### src/hdl/pci_pkg.sv
// ----------------------------------------------------------------------------
// pci_pkg: shared types for polygon_centroid_inflate
// Payload structs, register indexes, controller command/status structs.
// ----------------------------------------------------------------------------
package pci_pkg;

    localparam int CfgIdxW = 2;
    localparam int CfgDataW = 32;

    localparam logic [CfgIdxW-1:0] REG_PUSH_DISTANCE = 2'd0;
    localparam logic [CfgIdxW-1:0] REG_OFFSET_X      = 2'd1;
    localparam logic [CfgIdxW-1:0] REG_OFFSET_Y      = 2'd2;

    localparam logic signed [16:0] PushReset = 17'sd197;

    typedef struct packed {
        logic signed [31:0] vertex_x;
        logic signed [31:0] vertex_y;
        logic signed [31:0] tex_u;
        logic signed [31:0] tex_v;
        logic               last_vertex;
    } t_in_item;

    typedef struct packed {
        logic signed [31:0] out_x;
        logic signed [31:0] out_y;
        logic signed [31:0] out_u;
        logic signed [31:0] out_v;
        logic               end_of_polygon;
        logic               overflowed;
    } t_out_item;

    // controller -> datapath
    typedef struct packed {
        logic load;       // store accepted vertex
        logic div_start;  // start centroid divide
        logic rd;         // read vertex at emit index
        logic vtx_start;  // start per-vertex inflate
        logic emit;       // drive result
        logic clear;      // end of polygon
    } t_cmd;

    // datapath -> controller
    typedef struct packed {
        logic div_done;
        logic vtx_done;
        logic last_idx;   // emit index is last stored vertex
        logic empty;
    } t_status;

endpackage

### src/hdl/pci_ctrl.sv
// ----------------------------------------------------------------------------
// pci_ctrl: sequencer for load, centroid divide and per-vertex emit
// ----------------------------------------------------------------------------
module pci_ctrl (
    input  logic              i_clk,
    input  logic              i_rst_n,
    input  logic              i_start,
    input  logic              i_last,
    input  pci_pkg::t_status  i_sts,
    output pci_pkg::t_cmd     o_cmd,
    output logic              o_busy,
    output logic              o_strobe
);
    import pci_pkg::*;

    typedef enum logic [5:0] {
        S_IDLE = 6'b000001, S_DIV  = 6'b000010, S_READ = 6'b000100,
        S_VTX  = 6'b001000, S_WAIT = 6'b010000, S_EMIT = 6'b100000
    } t_state;
    t_state r_st, n_st;
    logic r_strobe, r_vstart;
    // clear in the cycle after the final emit so the result register sees the flags
    logic r_clr;

    always_comb begin
        n_st = r_st;
        o_cmd = '0;
        unique case (r_st)
            S_IDLE: if (i_start && !r_clr) begin
                o_cmd.load = 1'b1;
                if (i_last) n_st = S_DIV;
            end
            S_DIV: begin
                o_cmd.div_start = 1'b0;
                if (i_sts.div_done) n_st = i_sts.empty ? S_IDLE : S_READ;
                if (i_sts.div_done && i_sts.empty) o_cmd.clear = 1'b1;
            end
            S_READ: begin o_cmd.rd = 1'b1; n_st = S_VTX; end
            S_VTX:  begin o_cmd.vtx_start = 1'b1; n_st = S_WAIT; end
            S_WAIT: if (i_sts.vtx_done) n_st = S_EMIT;
            S_EMIT: begin
                o_cmd.emit = 1'b1;
                if (i_sts.last_idx) n_st = S_IDLE;
                else n_st = S_READ;
            end
            default: n_st = S_IDLE;
        endcase
        if (r_vstart) o_cmd.div_start = 1'b1;
        if (r_clr) o_cmd.clear = 1'b1;
    end

    always_ff @(posedge i_clk) begin
        if (!i_rst_n) begin
            r_st <= S_IDLE; r_strobe <= 1'b0; r_vstart <= 1'b0;
        end else begin
            r_st <= n_st;
            r_strobe <= o_cmd.emit;
            r_vstart <= (r_st == S_IDLE) && i_start && !r_clr && i_last;
        end
    end

    always_ff @(posedge i_clk) begin
        if (!i_rst_n) r_clr <= 1'b0;
        else r_clr <= (r_st == S_EMIT) && i_sts.last_idx;
    end

    assign o_busy = (r_st != S_IDLE) || r_clr;
    assign o_strobe = r_strobe;

endmodule
### config.mk
export PLATFORM = sky130hd
export DESIGN_NAME = pci_ctrl
export DESIGN_NICKNAME = d
export VERILOG_FILES = /design/src/hdl/pci_pkg.sv /design/src/hdl/pci_ctrl.sv
export SDC_FILE = /design/constraint.sdc
export NUM_CORES = 1
export LEC_CHECK = 0
export BUFFER_PORTS_ARGS = -buffer_cell sky130_fd_sc_hd__buf_4
export CAP_MARGIN = 10
export CORE_AREA = 8 8 45 47
export DETAILED_ROUTE_END_ITERATION = 8
export DIE_AREA = 0 0 53 55
export SYNTH_ARGS = -nofsm -noshare
export SYNTH_HDL_FRONTEND = slang
export SYNTH_SLANG_ARGS = --single-unit
export TNS_END_PERCENT = 50
### constraint.sdc
create_clock -name i_clk -period 2.29 [get_ports i_clk]
set_clock_uncertainty 0.2 [all_clocks]
set_input_delay 0.458 -clock i_clk [delete_from_list [all_inputs] [get_ports i_clk]]
set_output_delay 0.458 -clock i_clk [all_outputs]
set_load 0.01 [all_outputs]
* After elaboration in Yosys (flattened, before gate mapping)
Cells that the tools add are included.
** Word-level totals
- ROM bits :: 0
- RAM bits :: 0
- Latch bits :: 0
- Word-level logic and storage cells :: 40
- Output and inout bits :: 8
- Register bits :: 9
- Memories kept :: 0
- Bits of input ports :: 8
** Operators by class
- Equality and inequality tests :: 11
- Shift operators :: 0
- Add/subtract/negate cells :: 0
- Reductions and logical operators :: 9
- Order comparisons :: 0
- Multipliers :: 0
- Bitwise operators :: 0
- Multiplexer cells :: 16
- Divide/modulo/power cells :: 0
** Operators with widths (number)
- $pmux 6 s6 :: 1
- $mux 6 :: 4
- $mux 1 :: 9
- $ne 2x2->1 const B :: 4
- $eq 6x1->1 const B :: 1
- $eq 6x2->1 const B :: 1
- $eq 6x3->1 const B :: 1
- $eq 6x4->1 const B :: 1
- $eq 6x5->1 const B :: 1
- $eq 6x6->1 const B :: 1
- $logic_and 1x1->1 :: 6
- $mux 3 :: 2
- $ne 6x1->1 const B :: 1
- $reduce_and 4->1 :: 1
- $logic_not 1->1 :: 1
- $logic_or 1x1->1 :: 1

* Longest topological paths before layout
Gate-level depths: netlist of run 1.
- Depth after elaboration :: 4
- Gate-level depth with buffers :: 5
- Gate-level depth less buffers :: 4

* Worst setup path before layout of run 1
OpenSTA, ideal clock, no wires.
- Path type :: register -> output
- From :: reg r_st[1]
- To :: out o_cmd[5] in the netlist's numbering
- Data arrival time :: 1330 ps
- Buffers on the path :: 1
- Slack :: 302 ps
- Stages on the path, launching flop included :: 6
- Data required time :: 1632 ps
- Path through :: dfxtp_1 buf_6 nor4_2 nand2_1 or2_1 nor2_1
** RTL lines
- start, declared :: line pci_ctrl.sv:20 : t_state r_st, n_st;
- start signal, assigned :: line pci_ctrl.sv:56 : r_st <= n_st;
- end, declared :: line pci_ctrl.sv:10 : output pci_pkg::t_cmd o_cmd,

==> flow_metrics.tcl, run 1 <==
set metrics [dict create \
    status "finished, final reports clean" \
    cts_buffers 3 \
    holdPathStages 2 \
    dp_slack_ps 361 \
    dp_hpwl_um 934 \
    synth_edf_count 0 \
    synth_cell_types 34 \
    highest_layer "met4" \
    crit_family "simple AND/OR/NAND/NOR gates" \
    synthTopCellsByArea "dfxtp_1 (36%), nor2_1 (6.8%), o311ai_2 (3.3%)" \
    dieArea_sq_um 2920 \
    crit_type "flop to output port" \
    syn_inst 54 \
    wl_um 1210 \
    period_share_pct 96.6 \
    synth_flop_cell "dfxtp_1" \
    grt_pass1_vias 483 \
    grt_usage_pct 9.26 \
    wl_met2_um 585 \
    worstPathMaxFanout 6 \
    max_freq_mhz 452 \
    clkLatencyLatePin_ps 260 \
    antenna_found_initial 0 \
    peakVddDrop_v 0.000223 \
    finalWeightedCongestion 0.832 \
    port-buffer-count 15 \
    powerDensity_nw_per_um2 535 \
    fin_tns_setup_ps 0 \
    path_buf_inv 1 \
    clk_path_buf_depth 2 \
    wire_per_inst_um 13.8 \
    antenna_cells 0 \
    clk_pin_slew_ps 60 \
    viasPerCell 5.32 \
    start_util_pct 36.0 \
    min_period_ps 2210 \
    first_pass_iters 4 \
    root_buffer "clkbuf_4" \
    cts_setup_buffers 0 \
    cts_resized 0 \
    die_w_um 53 \
    grt_max_degree 9 \
    critPathSlowestCell "or4_4" \
    dieHeight_um 55 \
    vias 468 \
    r2r_setup_slack_ps 640 \
    hold_viol 0 \
    rr_startpoint "r_st[3]$_SDFFE_PN0P_" \
    postSynthAreaPerCell_sq_um 9.22 \
    whs_endpoint "r_st[0]$_SDFFE_PN1P_" \
    drcViolationCount 0 \
    worst_pin_slew_ps 393 \
    cp.arrival_ps 1550 \
    first_iter_violations 7 \
    start_kind "flop" \
    total_power_uw 352 \
    netlist.area_leader.share_pct 36.2 \
    rows 14 \
    max-slew-margin-rel_pct 73.5 \
    worst-r2r-cell-count 4 \
    pin_count 16 \
    yosys_warnings 0 \
    synth_fp_nets 62 \
    required_ps 1630 \
    core_area_sq_um 1380 \
    hold_buffers 0 \
    yosysTopAreaCell "dfxtp_1" \
    finalNetCount 81 \
    cts.htree.levels 1 \
    reg2reg_to "r_st[0]$_SDFFE_PN1P_" \
    grt_setup_unrepaired "no" \
    power.leakage_nw 0.294 \
    clock_sinks 9 \
    critical_path.cell_chain "or4_4 > nor2_4 > a21o_2 > buf_4" \
    setup_viol 0 \
    drv_cap 0 \
    synthTopCellsByCount "dfxtp_1 (9), nor2_1 (9)" \
    fin_ws_ps 78.6 \
    cts_tree "built" \
    wl_met1_um 516 \
    syn_area_sq_um 498 \
    overflow 0 \
    min_from "i_rst_n" \
    ys_seq_area_share_pct 36.2 \
    routed-wl-met3_um 97 \
    ant_nets 0 \
    synth_seq_cells 9 \
    hold_path_class "input pin to flop" \
    final_max_slew_viol_count 0 \
    drive_gt1_share_pct 38.9 \
    async_flop_share_pct 0 \
    cpPeakStageDelay_ps 570 \
    end_kind "output port" \
    grt_first_pass_wirelength_um 1990 \
    syn_to_final_growth_pct 31.9 \
]
[flip-flops by register name, indices dropped and copies added (netlist names)]
register and flops:
r_st 6, o_strobe 1, r_clr 1, r_vstart 1
[cells in the final DEF, fill, tap and decap left out, types with 2 or more instances in the layout]
cell type	count
dfxtp_2	2
and2_1	2
dfxtp_1	7
inv_1	2
buf_4	16
nor2_1	9
nand3_1	2
nand3b_1	2
clkbuf_4	3
[power by group]
part | total (mW) | switching (mW) | internal (mW)
Sequential | 0.166 | 0.00542 | 0.161
Combinational | 0.0616 | 0.0291 | 0.0325
Clock | 0.124 | 0.0564 | 0.0672
[routing by layer]
layer | vias up | track usage, %
met2 | 10 | 15.2
met3 | 2 | 3.21
li1 | 240 | -
met1 | 216 | 9.80
met5 | - | 0
met4 | 0 | 6.47
[worst max-delay path by stage]
stage	slack, ps	cells past startpoint	endpoint	from
after global placement	370	4	o_cmd[0]	r_st[5]$_SDFFE_PN0P_
after global routing	7	4	o_cmd[0]	r_st[5]$_SDFFE_PN0P_
after CTS	60	4	o_cmd[0]	r_st[5]$_SDFFE_PN0P_
after floorplan	300	5	o_cmd[5]	r_st[1]$_SDFFE_PN0P_
final	80	4	o_cmd[0]	r_st[0]$_SDFFE_PN1P_
after detailed placement	360	4	o_cmd[0]	r_st[5]$_SDFFE_PN0P_
[logic make-up after synthesis]
family / synth area share, %
compound gates: 16.6
xor+xnor: 1.76
buf+inv: 5.28
simple gates: 40.2
flops: 36.2
[stage by stage]
step                util (%)  std cells  hold slack, ps  instance area (sq um)
global route            47.5         88             219                    657
floorplan                  -         54             315                    498
global placement        44.8         84             359                    619
CTS                     46.7         88             219                    646
finish                  47.5         88             225                    657
detailed placement      44.8         84             358                    619
[layout make-up]
class	instances	area, sq um
Multi-Input combinational cell	41	300
Fill cell	141	727
Inverter	2	7.51
Tap cell	16	20.0
Sequential cell	9	183
Timing Repair Buffer	16	120
Clock buffer	4	26.3
(Power assumes the default switching activity.)
==> run 2: changes to the inputs <==
- CTS_BUF_LIST: unset -> sky130_fd_sc_hd__clkbuf_8
- REMOVE_ABC_BUFFERS: unset -> 1
==> flow_metrics.tcl, run 2 (synthesis results as in run 1) <==
set metrics [dict create \
    status "finished, final reports clean" \
    fin_util_pct 48.0 \
    powerDensity_nw_per_um2 613 \
    worstPathMaxFanout 6 \
    multiInputGateArea_sq_um 292 \
    r2r_setup_slack_ps 630 \
    required_ps 1630 \
    grt_max_degree 9 \
    hold_buffers 0 \
    reg2reg_to "r_st[0]$_SDFFE_PN1P_" \
    antenna_cells 0 \
    start_kind "flop" \
    antenna_found_initial 0 \
    mostFrequentLayoutCells "buf_4 (16), nor2_1 (9), dfxtp_1 (9)" \
    viasPerCell 5.45 \
    cts_setup_buffers 0 \
    overflow 0 \
    finalNetCount 81 \
    clk_pin_slew_ps 50 \
    combinationalPowerShare_pct 14.8 \
    min_period_ps 2200 \
    clkLatencyLatePin_ps 230 \
    seqCellArea_sq_um 180 \
    fin_cells 88 \
    p_clk_share_pct 44.4 \
    power.leakage_nw 0.301 \
    cts.htree.levels 1 \
    p_sw_uw 98.2 \
    end_kind "output port" \
    final_max_slew_viol_count 0 \
    dp_hpwl_um 965 \
    wl_um 1210 \
    syn_to_final_growth_pct 33.4 \
    max-slew-margin-rel_pct 75.4 \
    cts_buffers 3 \
    cts_resized 0 \
    cp.arrival_ps 1550 \
    cp-endpoint "o_cmd[0]" \
    wire_per_inst_um 13.7 \
    fill_cells 140 \
    worst-r2r-cell-count 4 \
    critPathLaunch "r_st[5]$_SDFFE_PN0P_" \
    finalWeightedCongestion 0.772 \
    mostFrequentLayoutCell "buf_4" \
    hold_path_class "input pin to flop" \
    grt_usage_pct 9.30 \
    start_util_pct 36.0 \
    crit_type "flop to output port" \
    p_int_uw 309 \
    drcViolationCount 0 \
    fin_tns_setup_ps 0 \
    max_freq_mhz 454 \
    pin_count 16 \
    top_register "r_st" \
    setup_viol 0 \
    dieHeight_um 55 \
    first_pass_iters 5 \
    largest_reg_flops 6 \
    dp_cells 84 \
    clk_path_buf_depth 2 \
    core_area_sq_um 1380 \
    seqPwrFrac_pct 40.8 \
    grt_setup_unrepaired "no" \
    grt_pass1_vias 456 \
    hold_viol 0 \
    drv_cap 0 \
    ant_nets 0 \
    die_w_um 53 \
    clock_sinks 9 \
    switching_share_pct 24.1 \
    worst_pin_slew_ps 364 \
    cts_tree "built" \
    rr_startpoint "r_st[5]$_SDFFE_PN0P_" \
    vias 480 \
    grt_first_pass_wirelength_um 1970 \
    rows 14 \
    peakVddDrop_v 0.000299 \
    dieArea_sq_um 2920 \
    port-buffer-count 15 \
    root_buffer "clkbuf_8" \
    drive_gt1_share_pct 36.1 \
    period_share_pct 96.3 \
    first_iter_violations 9 \
]
## run 2: routing by layer
| layer | routed length (um) | vias to the layer above | global-route usage, % | share of wire (%) |
|---|---|---|---|---|
| li1 | - | 240 | - | - |
| met1 | 524 | 220 | 9.62 | 43 |
| met2 | 519 | 17 | 14.8 | 43 |
| met3 | 133 | 3 | 3.48 | 11 |
| met4 | 29 | 0 | 7.76 | 2.4 |
| met5 | 0 | - | 0 | 0 |
## run 2: critical path, stage by stage (launching register included)
cell and delay (ps):
dfxtp_1 350, or4_4 590, nor2_4 140, a21o_2 130, buf_4 110
## run 2: area by class of cell
class	instances	share of cell area, %
tap	16	3.01
timing repair buffer	16	18.1
clock buffer	3	6.21
multi-input combinational	41	43.9
clock inverter	1	0.565
sequential	9	27.1
inverter	2	1.13
## run 2: stage by stage
stage	setup slack (ps)	power, mW	hold slack, ps	area, sq um
CTS	89.8	0.413	252	664
global route	28.3	0.431	257	664
detailed placement	352	0.229	377	619
global placement	349	0.229	375	619
floorplan	335	0.201	323	479
finish	85.8	0.407	253	664
## run 2: power by group through the flow
stage | Combinational (mW) | Clock, mW | Sequential, mW
finish | 0.0603 | 0.181 | 0.166
global route | 0.0660 | 0.199 | 0.167
CTS | 0.0605 | 0.186 | 0.166
detailed placement | 0.0604 | 0 | 0.169
global placement | 0.0599 | 0 | 0.169
floorplan | 0.0331 | 0 | 0.168
## run 2: worst min-delay path by stage
stage | start | end | depth (start not counted)
after floorplan | r_st[2]$_SDFFE_PN0P_ | r_st[3]$_SDFFE_PN0P_ | 2
after global placement | r_st[2]$_SDFFE_PN0P_ | r_st[3]$_SDFFE_PN0P_ | 2
after detailed placement | r_st[2]$_SDFFE_PN0P_ | r_st[3]$_SDFFE_PN0P_ | 2
after CTS | i_rst_n | r_st[0]$_SDFFE_PN1P_ | 2
after global routing | i_rst_n | r_st[0]$_SDFFE_PN1P_ | 2
final | i_rst_n | r_st[0]$_SDFFE_PN1P_ | 2
==> run 3: changes to the inputs <==
- PLACE_DENSITY: unset -> 0.61
==> flow_metrics.tcl, run 3 (synthesis results as in run 1) <==
set metrics [dict create \
    combinationalPowerShare_pct 14.7 \
    switching_share_pct 23.9 \
    pin_count 16 \
    cts.htree.levels 1 \
    routed-wl-met3_um 159 \
    cts_buffers 3 \
    rows 14 \
    required_ps 1630 \
    highest_layer "met4" \
    crit_family "simple AND/OR/NAND/NOR gates" \
    p_sw_uw 97.3 \
    hold_buffers 0 \
    end_kind "output port" \
    grt_first_pass_wirelength_um 1910 \
    final_max_slew_viol_count 0 \
    cts_resized 0 \
    clk_path_buf_depth 2 \
    drcViolationCount 0 \
    hold_viol 0 \
    p_int_uw 309 \
    first_pass_iters 3 \
    wl_met1_um 504 \
    status "finished, final reports clean" \
    cp.arrival_ps 1530 \
    wire_per_inst_um 13.4 \
    p_clk_share_pct 44.4 \
    syn_to_final_growth_pct 33.4 \
    worstPathMaxFanout 6 \
    cpPeakStageDelay_ps 580 \
    core_area_sq_um 1380 \
    drv_cap 0 \
    setup_viol 0 \
    dp_hpwl_um 940 \
    mostFrequentLayoutCells "buf_4 (16), nor2_1 (9), dfxtp_1 (9)" \
    fill_cells 136 \
    min_period_ps 2190 \
    powerDensity_nw_per_um2 612 \
    grt_usage_pct 9.14 \
    r2r_setup_slack_ps 640 \
    max_freq_mhz 457 \
    seqPwrFrac_pct 40.9 \
    antenna_found_initial 0 \
    start_util_pct 36.0 \
    cts_setup_buffers 0 \
    finalWeightedCongestion 0.788 \
    largest_reg_flops 6 \
    worst_pin_slew_ps 376 \
    hold_path_class "input pin to flop" \
    fin_util_pct 48.0 \
    fin_tns_setup_ps 0 \
    port-buffer-count 15 \
    peakVddDrop_v 0.000351 \
    dieArea_sq_um 2920 \
    finalNetCount 81 \
    die_w_um 53 \
    path_buf_inv 1 \
    drive_gt1_share_pct 36.1 \
    power.leakage_nw 0.301 \
    viasPerCell 5.31 \
    critPathSlowestCell "or4_4" \
    mostFrequentLayoutCell "buf_4" \
    antenna_cells 0 \
    root_buffer "clkbuf_8" \
    clock_sinks 9 \
    top_register "r_st" \
    first_iter_violations 7 \
    start_kind "flop" \
    clk_pin_slew_ps 40 \
    grt_setup_unrepaired "no" \
    dieHeight_um 55 \
    grt_pass1_vias 479 \
    crit_type "flop to output port" \
    wl_um 1180 \
    max-slew-margin-rel_pct 74.6 \
    period_share_pct 95.6 \
    cts_tree "built" \
    ant_nets 0 \
    fin_area_sq_um 664 \
    wl_met2_um 478 \
    vias 467 \
    critical_path.cell_chain "or4_4 > nor2_4 > a21o_2 > buf_4" \
    overflow 0 \
    clkLatencyLatePin_ps 230 \
    postPlaceCellArea_sq_um 619 \
    grt_max_degree 9 \
]
[run 3: area by class of cell]
class / count / area [sq um] / area share [%]
multi-input combinational: 41 / 292 / 43.9
tap: 16 / 20.0 / 3.01
clock buffer: 3 / 41.3 / 6.21
inverter: 2 / 7.51 / 1.13
sequential: 9 / 180 / 27.1
timing repair buffer: 16 / 120 / 18.1
clock inverter: 1 / 3.75 / 0.565
[run 3: per-layer routing]
layer  up-vias  global-route usage, %
met5         -                      0
met4         0                   7.76
met3         5                   5.35
met2        17                   14.1
met1       209                   8.69
li1        236                      -
[run 3: per-stage QoR]
step                setup slack, ps  total power [mW]  hold WS (ps)  cells
floorplan                       335             0.201           323     52
global route                   37.9             0.423           267     88
global placement                344             0.229           367     84
detailed placement              357             0.229           369     84
CTS                            93.3             0.415           250     88
finish                          102             0.407           257     88
[run 3: power by group through the flow]
stage	combinational, mW	sequential (mW)	clock [mW]
6_report	0.0597	0.166	0.181
5_1_grt	0.0651	0.167	0.192
4_1_cts	0.0603	0.166	0.189
3_5_place_dp	0.0601	0.169	0
3_3_place_gp	0.0603	0.169	0
2_1_floorplan	0.0331	0.168	0
[run 3: worst paths after layout]
check,from,to,depth (start not counted)
max,r_st[5]$_SDFFE_PN0P_,o_cmd[0],4
max reg2reg,r_st[5]$_SDFFE_PN0P_,r_st[0]$_SDFFE_PN1P_,4
min,i_rst_n,r_st[0]$_SDFFE_PN1P_,2
min reg2reg,r_st[2]$_SDFFE_PN0P_,r_st[3]$_SDFFE_PN0P_,2
